[src/wis_pkg.sv]
// ----------------------------------------------------------------------------
// wis_pkg
// Types and constants shared by the weighted index sampler modules.
// ----------------------------------------------------------------------------
`default_nettype none

package wis_pkg;

    localparam int COUNT_W   = 7;   // component_count register
    localparam int WEIGHT_W  = 16;  // weight field
    localparam int CUM_W     = 22;  // cumulative sums and total
    localparam int RND_W     = 32;  // random word
    localparam int OUT_IDX_W = 6;   // chosen_index field

    // remainder unit: radix-16, one digit per cycle
    localparam int MOD_STEP_BITS = 4;
    localparam int MOD_DIGITS    = RND_W / MOD_STEP_BITS;
    localparam int DIGIT_W       = $clog2(MOD_DIGITS);

    localparam logic FUNC_LOAD   = 1'b0;
    localparam logic FUNC_SELECT = 1'b1;

    typedef enum logic [1:0] {
        ST_IDLE,
        ST_MOD,
        ST_MUL,
        ST_SCAN
    } state_t;

    typedef struct packed {
        logic               start;
        logic [RND_W-1:0]   dividend;
        logic [COUNT_W-1:0] divisor;
    } mod_req_t;

    typedef struct packed {
        logic               done;
        logic [COUNT_W-1:0] rem;
    } mod_rsp_t;

endpackage

`default_nettype wire

[src/wis_table_ram.sv]
// ----------------------------------------------------------------------------
// wis_table_ram
// Cumulative weight table: one write port, one read port, registered read.
// ----------------------------------------------------------------------------
`default_nettype none

module wis_table_ram #(
    parameter int DEPTH  = 64,
    parameter int ADDR_W = 6,
    parameter int DATA_W = 22
) (
    input  wire logic              clk,
    input  wire logic              wr_en,
    input  wire logic [ADDR_W-1:0] wr_addr,
    input  wire logic [DATA_W-1:0] wr_data,
    input  wire logic [ADDR_W-1:0] rd_addr,
    output logic      [DATA_W-1:0] rd_data
);

    logic [DATA_W-1:0] mem [DEPTH];

    always_ff @(posedge clk)
    begin
        if (wr_en)
        begin
            mem[wr_addr] <= wr_data;
        end
    end

    always_ff @(posedge clk)
    begin
        rd_data <= mem[rd_addr];
    end

endmodule

`default_nettype wire

[src/wis_mod_unit.sv]
// ----------------------------------------------------------------------------
// wis_mod_unit
// Iterative remainder of the random word by the component count, radix 16.
// ----------------------------------------------------------------------------
`default_nettype none

module wis_mod_unit (
    input  wire logic              clk,
    input  wire logic              rst_n,
    input  wire wis_pkg::mod_req_t req,
    output wis_pkg::mod_rsp_t      rsp
);

    localparam int RW = wis_pkg::RND_W;
    localparam int CW = wis_pkg::COUNT_W;
    localparam int SB = wis_pkg::MOD_STEP_BITS;
    localparam int DW = wis_pkg::DIGIT_W;

    logic          run_reg, run_next;
    logic          done_reg, done_next;
    logic [DW-1:0] digit_reg, digit_next;
    logic [RW-1:0] dvd_reg, dvd_next;
    logic [CW-1:0] dvs_reg, dvs_next;
    logic [CW-1:0] rem_reg, rem_next;
    logic [CW-1:0] step_rem;

    // SB restoring steps; remainder stays below the divisor
    always_comb
    begin
        logic [CW:0]   trial;
        logic [CW-1:0] r;
        r = rem_reg;
        for (int k = 0; k < SB; k++)
        begin
            trial = {r, dvd_reg[RW-1-k]};
            if (trial >= {1'b0, dvs_reg})
            begin
                r = CW'(trial - {1'b0, dvs_reg});
            end
            else
            begin
                r = trial[CW-1:0];
            end
        end
        step_rem = r;
    end

    always_comb
    begin
        run_next   = run_reg;
        done_next  = 1'b0;
        digit_next = digit_reg;
        dvd_next   = dvd_reg;
        dvs_next   = dvs_reg;
        rem_next   = rem_reg;
        if (req.start)
        begin
            run_next   = 1'b1;
            digit_next = '0;
            dvd_next   = req.dividend;
            dvs_next   = req.divisor;
            rem_next   = '0;
        end
        else if (run_reg)
        begin
            rem_next   = step_rem;
            dvd_next   = dvd_reg << SB;
            digit_next = digit_reg + DW'(1);
            if (digit_reg == DW'(wis_pkg::MOD_DIGITS - 1))
            begin
                run_next  = 1'b0;
                done_next = 1'b1;
            end
        end
    end

    always_ff @(posedge clk or negedge rst_n)
    begin
        if (!rst_n)
        begin
            run_reg   <= 1'b0;
            done_reg  <= 1'b0;
            digit_reg <= '0;
        end
        else
        begin
            run_reg   <= run_next;
            done_reg  <= done_next;
            digit_reg <= digit_next;
        end
    end

    always_ff @(posedge clk)
    begin
        dvd_reg <= dvd_next;
        dvs_reg <= dvs_next;
        rem_reg <= rem_next;
    end

    assign rsp.done = done_reg;
    assign rsp.rem  = rem_reg;

endmodule

`default_nettype wire

[src/weighted_index_sampler.sv]
// ----------------------------------------------------------------------------
// weighted_index_sampler
// Roulette-wheel component selection over a table of cumulative weights.
// Load request: taken while idle, no result; loads may follow every cycle while idle.
// Select: done strobes in the cycle after accept when empty or count is 1; in
//   equiprobable mode it follows the radix-16 remainder (8 digits), and in
//   weighted mode the table scan up to chosen index i (one table RAM read per cycle).
// busy is high until the strobe; the next request is taken while it shows.
// Reset is asynchronous: count 64, equiprobable, not empty; table not cleared.
// ----------------------------------------------------------------------------
`default_nettype none

module weighted_index_sampler #(
    parameter int MAX_COMPONENTS = 64,
    parameter int WEIGHT_BITS    = 16
) (
    input  wire logic        clk,
    input  wire logic        rst_n,
    input  wire logic        cfg_write,
    input  wire logic [6:0]  cfg_data,
    input  wire logic        start,
    output logic             busy,
    input  wire logic        func,
    input  wire logic [15:0] weight,
    input  wire logic [21:0] weight_total,
    input  wire logic        last_weight,
    input  wire logic [31:0] random_word,
    output logic             done,
    output logic [5:0]       chosen_index,
    output logic             mixture_empty
);

    localparam int CW    = wis_pkg::COUNT_W;
    localparam int WB    = wis_pkg::WEIGHT_W;
    localparam int SW    = wis_pkg::CUM_W;
    localparam int RW    = wis_pkg::RND_W;
    localparam int OW    = wis_pkg::OUT_IDX_W;
    localparam int PW    = RW + SW;
    localparam int IDX_W = $clog2(MAX_COMPONENTS);
    localparam int POS_W = $clog2(MAX_COMPONENTS + 1);
    localparam int CMP_W = (IDX_W > CW) ? IDX_W : CW;

    localparam logic [CW-1:0] MAX_CNT = (MAX_COMPONENTS > (1 << CW) - 1) ?
                                        {CW{1'b1}} : CW'(MAX_COMPONENTS);
    localparam logic [WB-1:0] WMASK   = (WEIGHT_BITS >= WB) ?
                                        {WB{1'b1}} : WB'((1 << WEIGHT_BITS) - 1);

    wis_pkg::state_t   state_reg, state_next;
    logic [CW-1:0]     count_reg, count_next;
    logic [SW-1:0]     total_reg, total_next;
    logic [POS_W-1:0]  pos_reg, pos_next;
    logic              weighted_reg, weighted_next;
    logic              empty_reg, empty_next;
    logic              done_reg, done_next;

    logic [RW-1:0]     rnd_reg, rnd_next;
    logic [SW-1:0]     run_sum_reg, run_sum_next;
    logic [SW-1:0]     target_reg, target_next;
    logic [IDX_W-1:0]  cmp_idx_reg, cmp_idx_next;
    logic [OW-1:0]     chosen_index_reg, chosen_index_next;
    logic              mixture_empty_reg, mixture_empty_next;

    logic [CW-1:0]     count_eff;
    logic [CMP_W-1:0]  last_cmp;
    logic [SW-1:0]     prev_sum;
    logic [SW:0]       sum_wide;
    logic [SW-1:0]     sum_sat;
    logic [PW-1:0]     product;

    logic              ram_we;
    logic [IDX_W-1:0]  ram_waddr;
    logic [IDX_W-1:0]  ram_raddr;
    logic [SW-1:0]     ram_rdata;

    wis_pkg::mod_req_t mod_req;
    wis_pkg::mod_rsp_t mod_rsp;

    wis_table_ram #(
        .DEPTH  (MAX_COMPONENTS),
        .ADDR_W (IDX_W),
        .DATA_W (SW)
    ) u_table (
        .clk     (clk),
        .wr_en   (ram_we),
        .wr_addr (ram_waddr),
        .wr_data (sum_sat),
        .rd_addr (ram_raddr),
        .rd_data (ram_rdata)
    );

    wis_mod_unit u_mod (
        .clk   (clk),
        .rst_n (rst_n),
        .req   (mod_req),
        .rsp   (mod_rsp)
    );

    // count 0 acts as 1, large counts clamp to the table depth
    always_comb
    begin
        if (count_reg == '0)
        begin
            count_eff = CW'(1);
        end
        else if (count_reg > MAX_CNT)
        begin
            count_eff = MAX_CNT;
        end
        else
        begin
            count_eff = count_reg;
        end
    end

    assign last_cmp  = CMP_W'(count_eff) - CMP_W'(1);
    assign prev_sum  = (pos_reg == '0) ? '0 : run_sum_reg;
    assign sum_wide  = {1'b0, prev_sum} + (SW + 1)'(weight & WMASK);
    assign sum_sat   = sum_wide[SW] ? {SW{1'b1}} : sum_wide[SW-1:0];
    assign product   = PW'(rnd_reg) * PW'(total_reg);
    assign ram_waddr = IDX_W'(pos_reg);

    always_comb
    begin
        state_next         = state_reg;
        count_next         = count_reg;
        total_next         = total_reg;
        pos_next           = pos_reg;
        weighted_next      = weighted_reg;
        empty_next         = empty_reg;
        done_next          = 1'b0;
        rnd_next           = rnd_reg;
        run_sum_next       = run_sum_reg;
        target_next        = target_reg;
        cmp_idx_next       = cmp_idx_reg;
        chosen_index_next  = chosen_index_reg;
        mixture_empty_next = mixture_empty_reg;
        ram_we             = 1'b0;
        ram_raddr          = cmp_idx_reg + IDX_W'(1);  // speculative next entry
        mod_req.start      = 1'b0;
        mod_req.dividend   = random_word;
        mod_req.divisor    = count_eff;

        if (cfg_write)
        begin
            count_next = cfg_data;
        end

        unique case (state_reg)
            wis_pkg::ST_IDLE:
            begin
                if (start)
                begin
                    if (func == wis_pkg::FUNC_LOAD)
                    begin
                        if (pos_reg < POS_W'(MAX_COMPONENTS))
                        begin
                            ram_we       = 1'b1;
                            run_sum_next = sum_sat;
                            pos_next     = pos_reg + POS_W'(1);
                        end
                        if (last_weight)
                        begin
                            total_next = weight_total;
                            pos_next   = '0;
                            if (weight_total == '0)
                            begin
                                empty_next = 1'b1;
                            end
                            else
                            begin
                                empty_next    = 1'b0;
                                weighted_next = 1'b1;
                            end
                        end
                    end
                    else
                    begin
                        rnd_next = random_word;
                        if (empty_reg)
                        begin
                            done_next          = 1'b1;
                            chosen_index_next  = '0;
                            mixture_empty_next = 1'b1;
                        end
                        else if (count_eff == CW'(1))
                        begin
                            done_next          = 1'b1;
                            chosen_index_next  = '0;
                            mixture_empty_next = 1'b0;
                        end
                        else if (!weighted_reg)
                        begin
                            mod_req.start = 1'b1;
                            state_next    = wis_pkg::ST_MOD;
                        end
                        else
                        begin
                            state_next = wis_pkg::ST_MUL;
                        end
                    end
                end
            end

            wis_pkg::ST_MOD:
            begin
                if (mod_rsp.done)
                begin
                    done_next          = 1'b1;
                    chosen_index_next  = OW'(mod_rsp.rem);
                    mixture_empty_next = 1'b0;
                    state_next         = wis_pkg::ST_IDLE;
                end
            end

            wis_pkg::ST_MUL:
            begin
                target_next  = product[PW-1:RW];
                cmp_idx_next = '0;
                ram_raddr    = '0;
                state_next   = wis_pkg::ST_SCAN;
            end

            wis_pkg::ST_SCAN:
            begin
                // first sum at or above target; the last entry catches a miss
                if ((ram_rdata >= target_reg) || (CMP_W'(cmp_idx_reg) == last_cmp))
                begin
                    done_next          = 1'b1;
                    chosen_index_next  = OW'(cmp_idx_reg);
                    mixture_empty_next = 1'b0;
                    state_next         = wis_pkg::ST_IDLE;
                end
                else
                begin
                    cmp_idx_next = cmp_idx_reg + IDX_W'(1);
                end
            end

            default:
            begin
                state_next = wis_pkg::ST_IDLE;
            end
        endcase
    end

    always_ff @(posedge clk or negedge rst_n)
    begin
        if (!rst_n)
        begin
            state_reg    <= wis_pkg::ST_IDLE;
            count_reg    <= CW'(64);
            total_reg    <= '0;
            pos_reg      <= '0;
            weighted_reg <= 1'b0;
            empty_reg    <= 1'b0;
            done_reg     <= 1'b0;
        end
        else
        begin
            state_reg    <= state_next;
            count_reg    <= count_next;
            total_reg    <= total_next;
            pos_reg      <= pos_next;
            weighted_reg <= weighted_next;
            empty_reg    <= empty_next;
            done_reg     <= done_next;
        end
    end

    always_ff @(posedge clk)
    begin
        rnd_reg           <= rnd_next;
        run_sum_reg       <= run_sum_next;
        target_reg        <= target_next;
        cmp_idx_reg       <= cmp_idx_next;
        chosen_index_reg  <= chosen_index_next;
        mixture_empty_reg <= mixture_empty_next;
    end

    assign busy          = (state_reg != wis_pkg::ST_IDLE);
    assign done          = done_reg;
    assign chosen_index  = chosen_index_reg;
    assign mixture_empty = mixture_empty_reg;

`ifndef ASSERT_OFF
    a_empty_index: assert property (@(posedge clk) disable iff (!rst_n)
        (done && mixture_empty) |-> (chosen_index == '0))
        else $error("empty result with nonzero index");

    a_scan_mode: assert property (@(posedge clk) disable iff (!rst_n)
        ((state_reg == wis_pkg::ST_MUL) || (state_reg == wis_pkg::ST_SCAN))
        |-> (weighted_reg && !empty_reg))
        else $error("table scan outside weighted mode");

    a_mod_owner: assert property (@(posedge clk) disable iff (!rst_n)
        mod_rsp.done |-> (state_reg == wis_pkg::ST_MOD))
        else $error("remainder result with no select waiting");

    a_empty_total: assert property (@(posedge clk) disable iff (!rst_n)
        empty_reg |-> (total_reg == '0))
        else $error("empty flag with nonzero total");

    a_weighted_total: assert property (@(posedge clk) disable iff (!rst_n)
        (weighted_reg && !empty_reg) |-> (total_reg != '0))
        else $error("weighted mode with zero total");
`endif

endmodule

`default_nettype wire
[config.mk]
export PLATFORM = sky130hd
export DESIGN_NAME = weighted_index_sampler
export DESIGN_NICKNAME = d
export VERILOG_FILES = /design/src/wis_pkg.sv /design/src/wis_table_ram.sv /design/src/wis_mod_unit.sv /design/src/weighted_index_sampler.sv
export SDC_FILE = /design/constraint.sdc
export NUM_CORES = 2
export LEC_CHECK = 0
export ABC_CLOCK_PERIOD_IN_PS = 9990
export BUFFER_PORTS_ARGS = -buffer_cell sky130_fd_sc_hd__buf_2
export CAP_MARGIN = 20
export CORE_MARGIN = 1
export CORE_UTILIZATION = 35
export CTS_CLUSTER_DIAMETER = 100
export CTS_CLUSTER_SIZE = 12
export DETAILED_ROUTE_END_ITERATION = 10
export PLACE_DENSITY = 0.59
export SLEW_MARGIN = 20
export SYNTH_ARGS = -nofsm -noshare
export SYNTH_HDL_FRONTEND = slang
export SYNTH_SLANG_ARGS = --single-unit
[constraint.sdc]
create_clock -name clk -period 9.99 [get_ports clk]
set_input_delay 1.998 -clock clk [delete_from_list [all_inputs] [get_ports clk]]
set_output_delay 1.998 -clock clk [all_outputs]
set_load 0.1 [all_outputs]
==> key figures <==
Yosys
  • Cells after Synth: 7245
  • Syn avg cell area: 12.09 µm²
  • Number of synthesized flops with an enable pin: 1536
  • Post-synth top area share: 0.5267
  • Most used flip-flop cell after synthesis: edfxtp_1
  • Synth area leader: edfxtp_1
  • Cell Area, Synth: 87560 µm²
  • Ys Warns: 0
  • Netlist cell types: 81
  • Mapped Nets: 8168
  • Share of flip-flops with an asynchronous set or reset: 0.02855
  • Dominant cells by area after synthesis: edfxtp_1 (53%), fa_1 (14%), nand2_1 (6.9%)
  • Register area share after synthesis: 0.5465
  • Synthesized flop and latch total: 1611

Timing
  • Period utilisation layout: 0.8110
  • Slew Limit Fails: 0
  • Max Fclk: 123.4 MHz
  • Setup Viol. Count Final: 0
  • Least-Margin Pin Slew: 1.159 ns
  • Worst Skew: 0.08806 ns
  • Final Hold Fails: 0
  • RSZ-0062 raised after global routing: false
  • Slew margin rel.: 0.2271
  • Minimum clock period: 8.102 ns
  • Setup TNS: 0 ns

Critical path
  • Worst r2r src: rnd_reg[11]$_DFFE_PP_
  • CP Capture Point: target_reg[16]$_DFFE_PP_
  • Crit path launch: rnd_reg[11]$_DFFE_PP_
  • CP Max Fanout: 22
  • Crit Reg-Reg Endpoint: target_reg[16]$_DFFE_PP_
  • Arrival time worst endpoint: 8.63 ns
  • Worst EP required: 10.52 ns
  • Critical Path End Type: flop
  • Worst reg2reg path depth: 24
  • Critical path startpoint category: flop
  • R2R setup slack: 1.89 ns
  • Worst setup path class: reg -> reg

Cells and area
  • Share of layout cells above drive strength 1: 0.08061
  • Fillers: 23520
  • Most common cell after layout, fill and taps aside: nand2_1
  • Most frequent cells in the layout: nand2_1 (1587), edfxtp_1 (1536), inv_1 (702)
  • Layout area overhead: 10.44%
  • Final net count: 8117
  • Max FFs per register: 1408
  • Seq. cell area: 47860 µm²
  • Area of the multi-input gates: 35900 µm²

Clock tree
  • CTS max path bufs: 3
  • Clk root buf: clkbuf_16
  • Hold_buf cts: 0
  • H-tree lvl count: 4
  • PostCTS Resize Cnt: 0
  • TritonCTS clock tree: done
  • Latest clock arrival within the worst-skew pair: 0.82 ns
  • Clk pin slew, worst setup/hold paths: 0.07 ns
  • Post-CTS setup buffers: 0
  • Clock Sinks: 1611
  • CTS Buf Count: 154

Job
  • MaxCap Viol Count: 0

Routing
  • First drt pass iteration count: 5
  • Vias per cell: 5.321
  • Post-detailed-route count of antenna-violating nets: 0
  • WL/cell: 22.93 µm
  • Vias post-DR: 56310
  • Routed wire length: 242600 µm
  • 1st-iter DRT viols: 4985
  • DRC: 0

Floorplanning
  • Die Y: 502.2 µm
  • Initial core utilization: 0.3521
  • Core area: 248700 µm²
  • Die Wd: 502.2 µm
  • I/O Pins: 92
  • Die area: 252200 µm²
  • Row cnt: 183

Placement
  • Gpl congestion: 0.8507
  • PortBufs: 91
  • Post-DP HPWL: 147700 µm

Global route
  • Vias in the first global route: 57230
  • Total GRT Usage: 0.1925
  • Initial antenna violation count: 10
  • Total congestion overflow: 0
  • Largest net degree at the start of global routing: 145
  • First-pass GRT wire length: 366600 µm

Outcome
  • Status: completed

Hold path
  • Worst hold-check path type: reg -> reg
-- final cells by class --
type / count / area share
Clock inverter: 20 / 0.004024
Antenna cell: 7 / 0.0001811
Timing Repair Buffer: 239 / 0.01785
Multi-Input combinational cell: 4483 / 0.3712
Inverter: 705 / 0.02736
Sequential cell: 1611 / 0.4949
Tap cell: 3330 / 0.04308
Clock buffer: 187 / 0.04135
-- logic make-up (layout without fill, tap and decap cells) --
logic type                 after synthesis  after routing  synth area share
adders and majority gates              840            840            0.1716
muxes                                  277            277           0.03577
buffers and inverters                 1151           1151           0.05088
xor gates and xnor gates                69             69          0.007073
other                                    0              7                 0
AOI/OAI and AO/OA                      771            771           0.06407
and+or+nand+nor                       2526           2526            0.1241
DFF                                   1611           1611            0.5465
-- how the worst min path moves through the flow --
stage                                  startpoint                             to  cells past startpoint
finish                   total_reg[6]$_DFFE_PN0P_       total_reg[6]$_DFFE_PN0P_                      2
floorplan           u_mod.rem_reg[6]$_SDFFE_PP0P_  u_mod.rem_reg[6]$_SDFFE_PP0P_                      2
global placement         total_reg[6]$_DFFE_PN0P_       total_reg[6]$_DFFE_PN0P_                      2
CTS                      total_reg[6]$_DFFE_PN0P_       total_reg[6]$_DFFE_PN0P_                      2
detailed placement       total_reg[6]$_DFFE_PN0P_       total_reg[6]$_DFFE_PN0P_                      2
global route             total_reg[6]$_DFFE_PN0P_       total_reg[6]$_DFFE_PN0P_                      2
-- per-layer routing --
layer / track usage / vias up / part of all wire
met2: 0.3172 / 1961 / 0.48
met4: 0.05534 / 2 / 0.028
met5: 0 / - / 0.000045
li1: - / 24860 / -
met3: 0.03274 / 364 / 0.069
met1: 0.2597 / 29120 / 0.43
-- critical path, cell delays in order (launching register included) --
cell and delay, ns:
edfxtp_1 0.99, nand2_1 0.18, fa_1 0.54, fa_1 0.53, inv_1 0.07, fa_1 0.48, fa_1 0.52, inv_1 0.05
fa_1 0.53, inv_1 0.05, fa_1 0.49, inv_1 0.05, fa_1 0.47, inv_1 0.05, ha_1 0.30, a21oi_1 0.15
o21ai_0 0.20, o41ai_1 0.52, o21ai_1 0.21, a211oi_1 0.27, buf_4 0.21, o21ai_1 0.12, a221oi_1 0.48, o21ai_0 0.20
xor2_1 0.17
-- stage by stage --
step,instances,hold slack (ns),setup slack [ns],utilization,instance area [µm²]
floorplan,7245,0.4480,2.582,-,87560
global placement,10370,0.4636,1.978,0.3711,92270
detailed placement,10370,0.4644,1.919,0.3712,92300
CTS,10580,0.4813,1.904,0.3888,96690
global route,10580,0.5105,1.345,0.3889,96690
finish,10580,0.4761,1.888,0.3889,96710
-- Yosys cell counts (50+ instances only) --
| cell | n |
|---|---|
| a21o_1 | 50 |
| ha_1 | 239 |
| nor2_1 | 203 |
| edfxtp_1 | 1536 |
| o21ai_0 | 86 |
| clkbuf_1 | 312 |
| a221oi_1 | 50 |
| buf_2 | 87 |
| a311oi_1 | 134 |
| nand2_1 | 1602 |
| and2_1 | 170 |
| inv_1 | 703 |
| a211oi_1 | 68 |
| mux2i_1 | 233 |
| fa_1 | 601 |
| nand3_1 | 365 |
| a21oi_1 | 130 |
Power is not shown: default switching activity piles up to over one toggle a cycle in this logic, so the estimate is an artifact.
